### src/sv/drt_pkg.sv
package drt_pkg;

    localparam int XY_W   = 50;
    localparam int Z_W    = 34;
    localparam int ATAN_N = 24;
    localparam int ATAN_W = 5;

    localparam logic signed [31:0] KINV_Q30 = 32'sd652032874;

    localparam logic CFG_REVERSE_MOUNTING     = 1'b0;
    localparam logic CFG_STOP_SPEED_THRESHOLD = 1'b1;

    localparam logic [31:0] ATAN_TURN32 [ATAN_N] = '{
        32'd536870912, 32'd316933406, 32'd167458907, 32'd85004756,
        32'd42667331,  32'd21354465,  32'd10679838,  32'd5340245,
        32'd2670163,   32'd1335087,   32'd667544,    32'd333772,
        32'd166886,    32'd83443,     32'd41722,     32'd20861,
        32'd10430,     32'd5215,      32'd2608,      32'd1304,
        32'd652,       32'd326,       32'd163,       32'd81
    };

    typedef struct packed {
        logic signed [31:0] yaw_rate_raw;
        logic        [47:0] sample_stamp;
        logic signed [15:0] speed;
        logic               speed_valid;
        logic        [15:0] heading;
        logic               heading_valid;
        logic signed [23:0] offset_moving;
        logic               offset_moving_valid;
        logic signed [23:0] offset_stopped;
    } drt_sample_t;

    typedef struct packed {
        logic signed [31:0] yaw_rate_corrected;
        logic signed [15:0] speed_out;
        logic signed [15:0] velocity_east;
        logic signed [15:0] velocity_north;
        logic signed [47:0] position_east;
        logic signed [47:0] position_north;
        logic               position_valid;
    } drt_result_t;

endpackage

### src/sv/drt_sample_if.sv
interface drt_sample_if;
    logic                  valid;
    logic                  ready;
    drt_pkg::drt_sample_t  data;

    modport source (output valid, output data, input ready);
    modport sink (input valid, input data, output ready);
endinterface

### src/sv/drt_result_if.sv
interface drt_result_if;
    logic                  valid;
    logic                  ready;
    drt_pkg::drt_result_t  data;

    modport source (output valid, output data, input ready);
    modport sink (input valid, input data, output ready);
endinterface

### src/sv/dead_reckoning_trajectory_unit.sv
// dead reckoning trajectory unit
// sample channel (valid/ready) takes one imu item: raw yaw rate, stamp, speed,
// heading, offsets and validity flags; result channel returns one item per
// sample: corrected yaw rate, speed, east/north velocity and position.
// configuration: cfg_we writes cfg_data into register cfg_index
// (0 reverse mounting, 1 stop speed threshold); write only while idle.
// order: before estimating starts, an accepted sample goes straight to done;
// else init (start vector), CORDIC_STEPS rotations and fin (velocity), then,
// if the position is integrated too, mul/acc for each half and pos per axis.
// one item is in work at a time; sample.ready is high only in the idle state.
// the time is set by the shared cordic stage (one rotation per cycle) and the
// one shared 16x32 multiplier, used for the start vector and for the four
// partial products of velocity times time step.
// a finished item sits in the result register; the next sample is accepted
// while it waits, and that item is held in its last state until result.ready.
// reset clears the start phase, previous stamp, velocities, positions and the
// configuration (threshold back to 3); no clearing pass is needed.
module dead_reckoning_trajectory_unit #(
    parameter int CORDIC_STEPS = 16
) (
    input  logic         clk,
    input  logic         rst_n,
    input  logic         cfg_we,
    input  logic         cfg_index,
    input  logic [14:0]  cfg_data,
    drt_sample_if.sink   sample,
    drt_result_if.source result
);

    localparam int ITER_W = (CORDIC_STEPS > 1) ? $clog2(CORDIC_STEPS) : 1;
    localparam logic [ITER_W-1:0] ITER_LAST = ITER_W'(CORDIC_STEPS - 1);
    localparam logic signed [drt_pkg::XY_W-1:0] ROUND_HALF = drt_pkg::XY_W'(2**29);

    typedef enum logic [2:0] {
        S_IDLE, S_INIT, S_ROT, S_FIN, S_MUL, S_ACC, S_POS, S_DONE
    } state_t;

    typedef enum logic [1:0] {
        PH_WAIT, PH_ONE, PH_EST
    } phase_t;

    state_t                       state_reg;
    phase_t                       phase_reg;
    logic                         reverse_reg;
    logic [14:0]                  threshold_reg;
    logic [47:0]                  prev_stamp_reg;
    logic signed [15:0]           ve_reg;
    logic signed [15:0]           vn_reg;
    logic signed [47:0]           pos_e_reg;
    logic signed [47:0]           pos_n_reg;
    logic                         pos_valid_reg;

    logic signed [31:0]           yaw_reg;
    logic signed [15:0]           spd_reg;
    logic [1:0]                   quad_reg;
    logic [47:0]                  dt_reg;
    logic                         integ_reg;
    logic signed [drt_pkg::XY_W-1:0] x_reg;
    logic signed [drt_pkg::XY_W-1:0] y_reg;
    logic signed [drt_pkg::Z_W-1:0]  z_reg;
    logic [ITER_W-1:0]            iter_reg;
    logic signed [47:0]           prod_reg;
    logic signed [63:0]           acc_reg;
    logic                         half_reg;
    logic                         axis_reg;

    logic                         out_valid_reg;
    drt_pkg::drt_result_t         res_reg;

    logic                         accept;
    logic signed [32:0]           yaw_base;
    logic signed [33:0]           yaw_sum;
    logic signed [31:0]           yaw_sat;
    logic                         moving;
    logic signed [15:0]           mul_a;
    logic signed [31:0]           mul_b;
    logic signed [47:0]           mul_p;
    logic signed [drt_pkg::XY_W-1:0] dx;
    logic signed [drt_pkg::XY_W-1:0] dy;
    logic signed [drt_pkg::Z_W-1:0]  atan_z;
    logic signed [drt_pkg::XY_W-1:0] x_rnd;
    logic signed [drt_pkg::XY_W-1:0] y_rnd;
    logic signed [20:0]           c_val;
    logic signed [20:0]           s_val;
    logic signed [20:0]           east_raw;
    logic signed [20:0]           north_raw;
    logic signed [63:0]           acc_term;
    logic signed [63:0]           acc_rnd;
    logic signed [47:0]           pos_sel;
    logic signed [52:0]           pos_sum;
    logic signed [47:0]           pos_sat;

    function automatic logic signed [15:0] sat_vel(input logic signed [20:0] v);
        if (v > 21'sd32767)
            return 16'sh7FFF;
        else if (v < -21'sd32768)
            return -16'sh8000;
        else
            return v[15:0];
    endfunction

    assign accept       = sample.valid && sample.ready;
    assign sample.ready = (state_reg == S_IDLE);
    assign result.valid = out_valid_reg;
    assign result.data  = res_reg;

    // yaw correction
    always_comb
    begin
        moving   = (sample.data.speed > $signed({1'b0, threshold_reg}));
        yaw_base = reverse_reg ? 33'(sample.data.yaw_rate_raw)
                               : -33'(sample.data.yaw_rate_raw);
        if (moving && sample.data.offset_moving_valid)
            yaw_sum = 34'(yaw_base) + 34'(sample.data.offset_moving);
        else
            yaw_sum = 34'(yaw_base) + 34'(sample.data.offset_stopped);
        if (yaw_sum[33:31] == 3'b000 || yaw_sum[33:31] == 3'b111)
            yaw_sat = yaw_sum[31:0];
        else if (yaw_sum[33])
            yaw_sat = 32'sh8000_0000;
        else
            yaw_sat = 32'sh7FFF_FFFF;
    end

    // shared multiplier
    always_comb
    begin
        if (state_reg == S_INIT)
        begin
            mul_a = spd_reg;
            mul_b = drt_pkg::KINV_Q30;
        end
        else
        begin
            mul_a = axis_reg ? vn_reg : ve_reg;
            mul_b = half_reg ? {{8{dt_reg[47]}}, dt_reg[47:24]} : {8'd0, dt_reg[23:0]};
        end
        mul_p = mul_a * mul_b;
    end

    // cordic step and output mapping
    always_comb
    begin
        dx     = y_reg >>> iter_reg;
        dy     = x_reg >>> iter_reg;
        atan_z = $signed({2'b00, drt_pkg::ATAN_TURN32[drt_pkg::ATAN_W'(iter_reg)]});
        x_rnd  = x_reg + ROUND_HALF;
        y_rnd  = y_reg + ROUND_HALF;
        c_val  = 21'($signed(x_rnd[drt_pkg::XY_W-1:30]));
        s_val  = 21'($signed(y_rnd[drt_pkg::XY_W-1:30]));
        case (quad_reg)
            2'd0:
            begin
                north_raw = c_val;
                east_raw  = s_val;
            end
            2'd1:
            begin
                north_raw = -s_val;
                east_raw  = c_val;
            end
            2'd2:
            begin
                north_raw = -c_val;
                east_raw  = -s_val;
            end
            default:
            begin
                north_raw = s_val;
                east_raw  = -c_val;
            end
        endcase
    end

    // position step
    always_comb
    begin
        acc_term = half_reg ? (64'(prod_reg) <<< 24) : 64'(prod_reg);
        acc_rnd  = acc_reg + 64'sd2048;
        pos_sel  = axis_reg ? pos_n_reg : pos_e_reg;
        pos_sum  = 53'(pos_sel) + 53'($signed(acc_rnd[63:12]));
        if (pos_sum[52:47] == 6'b000000 || pos_sum[52:47] == 6'b111111)
            pos_sat = pos_sum[47:0];
        else if (pos_sum[52])
            pos_sat = {1'b1, 47'd0};
        else
            pos_sat = {1'b0, {47{1'b1}}};
    end

    always_ff @(posedge clk or negedge rst_n)
    begin
        if (!rst_n)
        begin
            state_reg      <= S_IDLE;
            phase_reg      <= PH_WAIT;
            reverse_reg    <= 1'b0;
            threshold_reg  <= 15'd3;
            prev_stamp_reg <= '0;
            ve_reg         <= '0;
            vn_reg         <= '0;
            pos_e_reg      <= '0;
            pos_n_reg      <= '0;
            pos_valid_reg  <= 1'b0;
            yaw_reg        <= '0;
            spd_reg        <= '0;
            quad_reg       <= '0;
            dt_reg         <= '0;
            integ_reg      <= 1'b0;
            x_reg          <= '0;
            y_reg          <= '0;
            z_reg          <= '0;
            iter_reg       <= '0;
            prod_reg       <= '0;
            acc_reg        <= '0;
            half_reg       <= 1'b0;
            axis_reg       <= 1'b0;
            out_valid_reg  <= 1'b0;
            res_reg        <= '0;
        end
        else
        begin
            if (cfg_we)
            begin
                case (cfg_index)
                    drt_pkg::CFG_REVERSE_MOUNTING:     reverse_reg   <= cfg_data[0];
                    drt_pkg::CFG_STOP_SPEED_THRESHOLD: threshold_reg <= cfg_data;
                    default:                           reverse_reg   <= reverse_reg;
                endcase
            end

            if (out_valid_reg && result.ready && state_reg != S_DONE)
                out_valid_reg <= 1'b0;

            case (state_reg)
                S_IDLE:
                begin
                    if (accept)
                    begin
                        yaw_reg        <= yaw_sat;
                        spd_reg        <= sample.data.speed;
                        quad_reg       <= sample.data.heading[15:14];
                        dt_reg         <= sample.data.sample_stamp - prev_stamp_reg;
                        integ_reg      <= (sample.data.speed > 16'sd0)
                                          && (prev_stamp_reg != 48'd0);
                        prev_stamp_reg <= sample.data.sample_stamp;
                        z_reg          <= $signed({4'd0, sample.data.heading[13:0], 16'd0});
                        y_reg          <= '0;
                        iter_reg       <= '0;
                        if (phase_reg == PH_WAIT)
                        begin
                            if (sample.data.speed_valid && sample.data.heading_valid)
                                phase_reg <= PH_ONE;
                            state_reg <= S_DONE;
                        end
                        else
                        begin
                            phase_reg <= PH_EST;
                            state_reg <= S_INIT;
                        end
                    end
                end
                S_INIT:
                begin
                    x_reg     <= drt_pkg::XY_W'(mul_p);
                    state_reg <= S_ROT;
                end
                S_ROT:
                begin
                    if (!z_reg[drt_pkg::Z_W-1])
                    begin
                        x_reg <= x_reg - dx;
                        y_reg <= y_reg + dy;
                        z_reg <= z_reg - atan_z;
                    end
                    else
                    begin
                        x_reg <= x_reg + dx;
                        y_reg <= y_reg - dy;
                        z_reg <= z_reg + atan_z;
                    end
                    iter_reg <= iter_reg + ITER_W'(1);
                    if (iter_reg == ITER_LAST)
                        state_reg <= S_FIN;
                end
                S_FIN:
                begin
                    ve_reg   <= sat_vel(east_raw);
                    vn_reg   <= sat_vel(north_raw);
                    acc_reg  <= '0;
                    half_reg <= 1'b0;
                    axis_reg <= 1'b0;
                    state_reg <= integ_reg ? S_MUL : S_DONE;
                end
                S_MUL:
                begin
                    prod_reg  <= mul_p;
                    state_reg <= S_ACC;
                end
                S_ACC:
                begin
                    acc_reg <= acc_reg + acc_term;
                    if (!half_reg)
                    begin
                        half_reg  <= 1'b1;
                        state_reg <= S_MUL;
                    end
                    else
                        state_reg <= S_POS;
                end
                S_POS:
                begin
                    if (axis_reg)
                        pos_n_reg <= pos_sat;
                    else
                        pos_e_reg <= pos_sat;
                    acc_reg  <= '0;
                    half_reg <= 1'b0;
                    if (!axis_reg)
                    begin
                        axis_reg  <= 1'b1;
                        state_reg <= S_MUL;
                    end
                    else
                    begin
                        pos_valid_reg <= 1'b1;
                        state_reg     <= S_DONE;
                    end
                end
                S_DONE:
                begin
                    if (!out_valid_reg || result.ready)
                    begin
                        res_reg.yaw_rate_corrected <= yaw_reg;
                        res_reg.speed_out          <= spd_reg;
                        res_reg.velocity_east      <= ve_reg;
                        res_reg.velocity_north     <= vn_reg;
                        res_reg.position_east      <= pos_e_reg;
                        res_reg.position_north     <= pos_n_reg;
                        res_reg.position_valid     <= pos_valid_reg;
                        out_valid_reg              <= 1'b1;
                        state_reg                  <= S_IDLE;
                    end
                end
                default:
                begin
                    state_reg <= S_IDLE;
                end
            endcase
        end
    end

endmodule

### src/flat_wrapper.sv
// flat-port wrapper written by rule: the top's interface ports become plain ports
module dead_reckoning_trajectory_unit_flat 
#(
    parameter int CORDIC_STEPS = 16
)
  (clk, rst_n, cfg_we, cfg_index, cfg_data, sample_valid, sample_data, sample_ready, result_valid, result_data, result_ready);
  drt_sample_if sample_i ();
  drt_result_if result_i ();
  input  logic clk;
  input  logic rst_n;
  input  logic cfg_we;
  input  logic cfg_index;
  input  logic [14:0] cfg_data;
  input wire logic [$bits(sample_i.valid)-1:0] sample_valid;
  input wire logic [$bits(sample_i.data)-1:0] sample_data;
  output wire logic [$bits(sample_i.ready)-1:0] sample_ready;
  output wire logic [$bits(result_i.valid)-1:0] result_valid;
  output wire logic [$bits(result_i.data)-1:0] result_data;
  input wire logic [$bits(result_i.ready)-1:0] result_ready;
  assign sample_i.valid = sample_valid;
  assign sample_i.data = sample_data;
  assign sample_ready = sample_i.ready;
  assign result_valid = result_i.valid;
  assign result_data = result_i.data;
  assign result_i.ready = result_ready;
  dead_reckoning_trajectory_unit #(.CORDIC_STEPS(CORDIC_STEPS)) u_core (.clk(clk), .rst_n(rst_n), .cfg_we(cfg_we), .cfg_index(cfg_index), .cfg_data(cfg_data), .sample(sample_i), .result(result_i));
endmodule
### config.mk
export PLATFORM = sky130hd
export DESIGN_NAME = dead_reckoning_trajectory_unit_flat
export DESIGN_NICKNAME = d
export VERILOG_FILES = /design/src/sv/drt_pkg.sv /design/src/sv/drt_sample_if.sv /design/src/sv/drt_result_if.sv /design/src/sv/dead_reckoning_trajectory_unit.sv /design/src/flat_wrapper.sv
export SDC_FILE = /design/constraint.sdc
export NUM_CORES = 2
export LEC_CHECK = 0
export BUFFER_PORTS_ARGS = -buffer_cell sky130_fd_sc_hd__buf_2
export CAP_MARGIN = 10
export CORE_ASPECT_RATIO = 1.2
export CORE_MARGIN = 2
export CORE_UTILIZATION = 42
export CTS_CLUSTER_DIAMETER = 60
export DETAILED_ROUTE_END_ITERATION = 7
export HOLD_SLACK_MARGIN = 0.02
export SLEW_MARGIN = 30
export SYNTH_ARGS = -nofsm -noshare
export SYNTH_HDL_FRONTEND = slang
export SYNTH_SLANG_ARGS = --single-unit
### constraint.sdc
create_clock -name clk -period 11 [get_ports clk]
set_input_delay 2.2 -clock clk [delete_from_list [all_inputs] [get_ports clk]]
set_output_delay 2.2 -clock clk [all_outputs]
set_load 0.05 [all_outputs]
* Word level (Yosys, flattened, before mapping)
Memories as Yosys holds them, arrays and structs flattened.
Index checks and enable logic that the tools add are counted.
** Word-level totals
- Register bits after elaboration :: 727
- Bits of input ports :: 184
- Memory bits (read-only) :: 1024
- Output and inout port bits :: 179
- Memories kept :: 1
** Memory list
- (name not given) :: depth 32, bits a word 32, rd ports 1, clocked after Yosys merged registers in 0, write ports 0, line dead_reckoning_trajectory_unit.sv:146 : atan_z = $signed({2'b00, drt_pkg::ATAN_TURN32[drt_pkg::ATAN_W'(iter_reg)]});
** Cells by class
- Add/subtract/negate cells :: 18
- Order comparisons :: 7
- Muxes and demuxes :: 46
- Bitwise operators :: 3
- Shifts and indexed selects :: 2
- Reductions and logical operators :: 30
- Equal/unequal tests :: 17
- Multiply operators :: 1
** Operators with widths (count)
- $pmux W50 S2 :: 2
- $mux W32 :: 6
- $mux W50 :: 3
- $mux W48 :: 3
- $pmux W64 S2 :: 1
- $pmux W21 S3 :: 2
- $mux W34 :: 3
- $add A50 B31 Y50 const B :: 2
- $add A50 B50 Y50 :: 2
- $sshr A50 B4 Y50 :: 2
- $sub A50 B50 Y50 :: 2
- $mux W16 :: 6
- $add A33 B24 Y34 :: 2
- $pmux W34 S2 :: 1
- $add A64 B13 Y64 const B :: 1
- $add A64 B64 Y64 :: 1
- $mux W64 :: 1
- $add A48 B52 Y53 :: 1
- $mul A16 B32 Y48 :: 1
- $reduce_bool A48 Y1 :: 1
- $sub A48 B48 Y48 :: 1
- $gt A21 B16 Y1 const B :: 2
- $lt A21 B16 Y1 const B :: 2
- $neg A20 Y21 :: 2
- other kinds (37) :: 74

* Logic depth before layout (Yosys ltp)
- Depth in word-level cells :: 7
- Depth in mapped cells :: 33
- Mapped depth without buffers :: 31

* Worst setup path after synthesis
Ideal clock, no wire load.
- Path kind :: register -> register
- From :: reg u_core.axis_reg
- To :: reg u_core.x_reg[43] (netlist bit)
- Setup slack :: 2767 ps
- Stages on the path, launching flop included :: 30
- Library setup time :: 137 ps
- Data required time :: 10863 ps
- Arrival time :: 8097 ps
- Cell sequence :: dfrtp_1 > clkbuf_1 > clkbuf_1 > mux2i_1 > nand2_1 > o21ai_1 > clkbuf_1 > nor2_1 > fa_1 > inv_1 > fa_1 > fa_1 > inv_1 > fa_1 > fa_1 > inv_1 > fa_1 > inv_1 > ha_1 > and2_1 > a221o_1 > nor2_1 > o2bb2ai_1 > a31oi_1 > o21ai_0 > a2111oi_0 > o31ai_1 > and4b_1 > nor3_1 > a21oi_1
** On the way
- Longest elaborated chain between the ends :: 4
** Ends and longest elaborated chain
- start: declaration :: line dead_reckoning_trajectory_unit.sv:65 : logic axis_reg;
- start signal: assignment :: line dead_reckoning_trajectory_unit.sv:216 : axis_reg <= 1'b0;
- start signal: assignment :: line dead_reckoning_trajectory_unit.sv:291 : axis_reg <= 1'b0;
- start signal: assignment :: line dead_reckoning_trajectory_unit.sv:320 : axis_reg <= 1'b1;
- $mux W16 :: line dead_reckoning_trajectory_unit.sv:135 : mul_a = axis_reg ? vn_reg : ve_reg;
- $mux W16 :: line dead_reckoning_trajectory_unit.sv:128 : if (state_reg == S_INIT)
- $mul A16 B32 Y48 :: line dead_reckoning_trajectory_unit.sv:138 : mul_p = mul_a * mul_b;
- $pmux W50 S2 :: line dead_reckoning_trajectory_unit.sv:234 : case (state_reg)
- end signal: assignment :: line dead_reckoning_trajectory_unit.sv:264 : x_reg <= drt_pkg::XY_W'(mul_p);
- end signal: assignment :: line dead_reckoning_trajectory_unit.sv:271 : x_reg <= x_reg - dx;
- end signal: assignment :: line dead_reckoning_trajectory_unit.sv:277 : x_reg <= x_reg + dx;
- end: declaration :: line dead_reckoning_trajectory_unit.sv:58 : logic signed [drt_pkg::XY_W-1:0] x_reg;
Every way passes these cells.
A chain may end at the register's enable or synchronous reset.

* Final worst setup path
- From :: reg u_core.state_reg[1]
- To :: reg u_core.x_reg[43] (netlist bit)
** On the way
- Longest elaborated chain between the ends :: 4
- Elaborated cells on any way between the ends :: 7
** Ends and longest elaborated chain
- start: declaration :: line dead_reckoning_trajectory_unit.sv:42 : state_t state_reg;
- start signal: assignment :: line dead_reckoning_trajectory_unit.sv:292 : state_reg <= integ_reg ? S_MUL : S_DONE;
- $eq A3 B1 Y1 :: line dead_reckoning_trajectory_unit.sv:128, dead_reckoning_trajectory_unit.sv:234
- $mux W16 / $mux W32 (equally long branches) :: line dead_reckoning_trajectory_unit.sv:128
- $mul A16 B32 Y48 :: line dead_reckoning_trajectory_unit.sv:138
- $pmux W50 S2 :: line dead_reckoning_trajectory_unit.sv:234
Parallel ways exist; a longest one is shown, timed or not.

==> metrics.yaml <==
r2r_start: "u_core.state_reg[1]"
yosysTopAreaCellShare_pct: 23.5
max_freq_ghz: 0.103
drc: 0
antenna_found_initial: 21
viasPerCell: 5.79
cpMaxStageDelayCell: "a2111oi_0"
worstSetupPathType: "reg2reg"
syn_inst: 8839
cts_sinks: 727
clkTransAtPathRegs_ns: 0.06
post-route-util_pct: 46.2
grt_max_degree: 158
slowest_delay_ns: 0.71
yosys.area.top_type: "dfrtp_1"
largest_register_ffs: 177
place_hpwl_um: 205000
die_w_um: 395
whs_path_depth: 1
nets: 10100
first_pass_iters: 6
grt_pass1_wl_um: 399000
cts_buffer_depth: 3
rr_endpoint: "u_core.x_reg[43]"
ys_seq_elements: 727
period_share_pct: 88.4
synthesis.nets: 9969
synth_warnings: 0
cts_resized: 0
status: "completed"
num_vias: 66200
cts_tree: "built"
yosysSeqAreaShare_pct: 23.6
async_reset_ff_share_pct: 100
synth_edf_count: 0
crit_path_start_kind: "flop"
finalHoldViolations: 0
cp_common_cell: "fa_1"
r2r_setup_slack_ns: 1.28
start_util_pct: 42.2
first_iter_violations: 5030
whs_endpoint: "u_core.pos_valid_reg"
routabilityCongestion: 0.976
synthTopCellsByArea: "dfrtp_1 (24%), fa_1 (12%), ha_1 (7.6%)"
ctsHtreeMaxLevel: 3
worst_slew_pin_slew_ns: 1.11
gr-usage-all-layers_pct: 27.3
synth_ff_type: "dfrtp_1"
fp.dieH_um: 473
rsz0062_at_grt: "false"
setup_viol: 0
clk_latency_ns: 0.75
die_area_um2: 187000
numCtsBuffers: 95
hp-start: "u_core.pos_valid_reg"
crit_fanout: 110
relSlewSlack_pct: 23.6
ant_nets: 0
hold_path.class: "reg2reg"
postRouteWirelength_um: 260000
cts_hold_buf: 0
core_um2: 183000
ioPinCount: 363
setup_tns_ns: 0
final_max_slew_viol_count: 0
drive_gt1_share_pct: 14.1
finalCriticalPeriod_ns: 9.72
cp.arrival_ns: 10.33
post_cts_buffers: 0
cap_violations: 0
fillers: 17900
endpoint_kind: "flop"
first_global_vias: 66000
wl_per_cell_um: 22.7
ff2ff_path_depth: 29
synth.avg_cell_area_um2: 8.72
synthToLayoutAreaGrowth_pct: 9.45
final_cell_mix: "nand2_1 (1108), inv_1 (722), dfrtp_1 (717)"
root_buffer: "clkbuf_16"
rows: 172
synthesis.area_um2: 77100
layout_commonest_cell: "nand2_1"
fin_skew_ns: 0.0746
globalRoute.totalOverflow: 0
synth_cell_types: 115
portBuffers: 362
cp.required_ns: 11.61
==> routing by layer <==
layer / global-route usage, % / part of all wire (%) / vias up / routed length (um)
met5: 0 / 0.074 / - / 192
met3: 4.36 / 6.3 / 490 / 16300
met4: 11.8 / 4.8 / 28 / 12400
met2: 46.2 / 48 / 2280 / 124000
li1: - / - / 31000 / -
met1: 34.5 / 41 / 32500 / 107000
==> synth_stat cells (all sizes together) (69+ instances only) <==
cell    instances
ha            469
nand4          90
nand3         207
a21oi         518
o221a          80
nand2        1112
nor2          652
nor2b          77
a31oi          97
a21o          225
fa            477
clkbuf        399
mux2          343
inv           725
buf            89
and3           69
o21ai         627
dfrtp         725
mux2i         116
xor2          267
nand2b         79
xnor2         333
mux4          120
nor3          118
==> worst max-delay path: cells and delay by family, from the launching register on <==
family	cells	cell delay (ns)
DFF	1	0.64
AOI/OAI and AO/OA	8	2.66
and+or+nand+nor	7	1.24
buffers and inverters	7	1.35
adders and majority gates	7	3.58
==> layout make-up <==
type,instances,area [um^2],share of cell area [%]
multi-input combinational,6895,54300,64.3
sequential,727,18200,21.6
tap,2436,3050,3.61
timing repair buffer,474,2790,3.30
inverter,729,2740,3.24
clock buffer,116,2560,3.03
clock inverter,56,739,0.876
antenna,5,12.5,0.0148
==> cell families after synthesis <==
| family | after synthesis | synth area share [%] |
|---|---|---|
| AO/OA/AOI/OAI | 2107 | 17.5 |
| XOR/XNOR | 600 | 6.82 |
| adder cells (fa/ha/maj) | 946 | 20.0 |
| buffers and inverters | 1217 | 6.18 |
| flip-flops | 727 | 23.6 |
| multiplexers | 579 | 10.2 |
| AND/OR/NAND/NOR | 2663 | 15.7 |
==> how the worst max path moves through the flow <==
stage,start,end,slack (ns),depth (start not counted)
after floorplan,u_core.axis_reg,u_core.x_reg[43],2.77,29
after global placement,u_core.state_reg[2],u_core.x_reg[43],1.40,27
after detailed placement,u_core.state_reg[1],u_core.x_reg[38],1.48,29
after CTS,u_core.state_reg[1],u_core.x_reg[43],1.43,28
after global routing,u_core.state_reg[1],u_core.x_reg[38],0.79,29
final,u_core.state_reg[1],u_core.x_reg[43],1.28,29
==> stage by stage <==
| stage | cell area [um^2] | hold slack (ns) | instances | worst slack [ns] |
|---|---|---|---|---|
| detailed placement | 81000 | 0.460 | 11300 | 1.48 |
| finish | 84400 | 0.474 | 11400 | 1.28 |
| floorplan | 77100 | 0.428 | 8839 | 2.77 |
| global route | 84400 | 0.495 | 11400 | 0.792 |
| CTS | 84300 | 0.482 | 11400 | 1.43 |
| global placement | 81000 | 0.451 | 11300 | 1.40 |
Power is left out: the tool's default activity adds up to more than one toggle a clock period on the data nets, which glitch-free logic cannot reach.
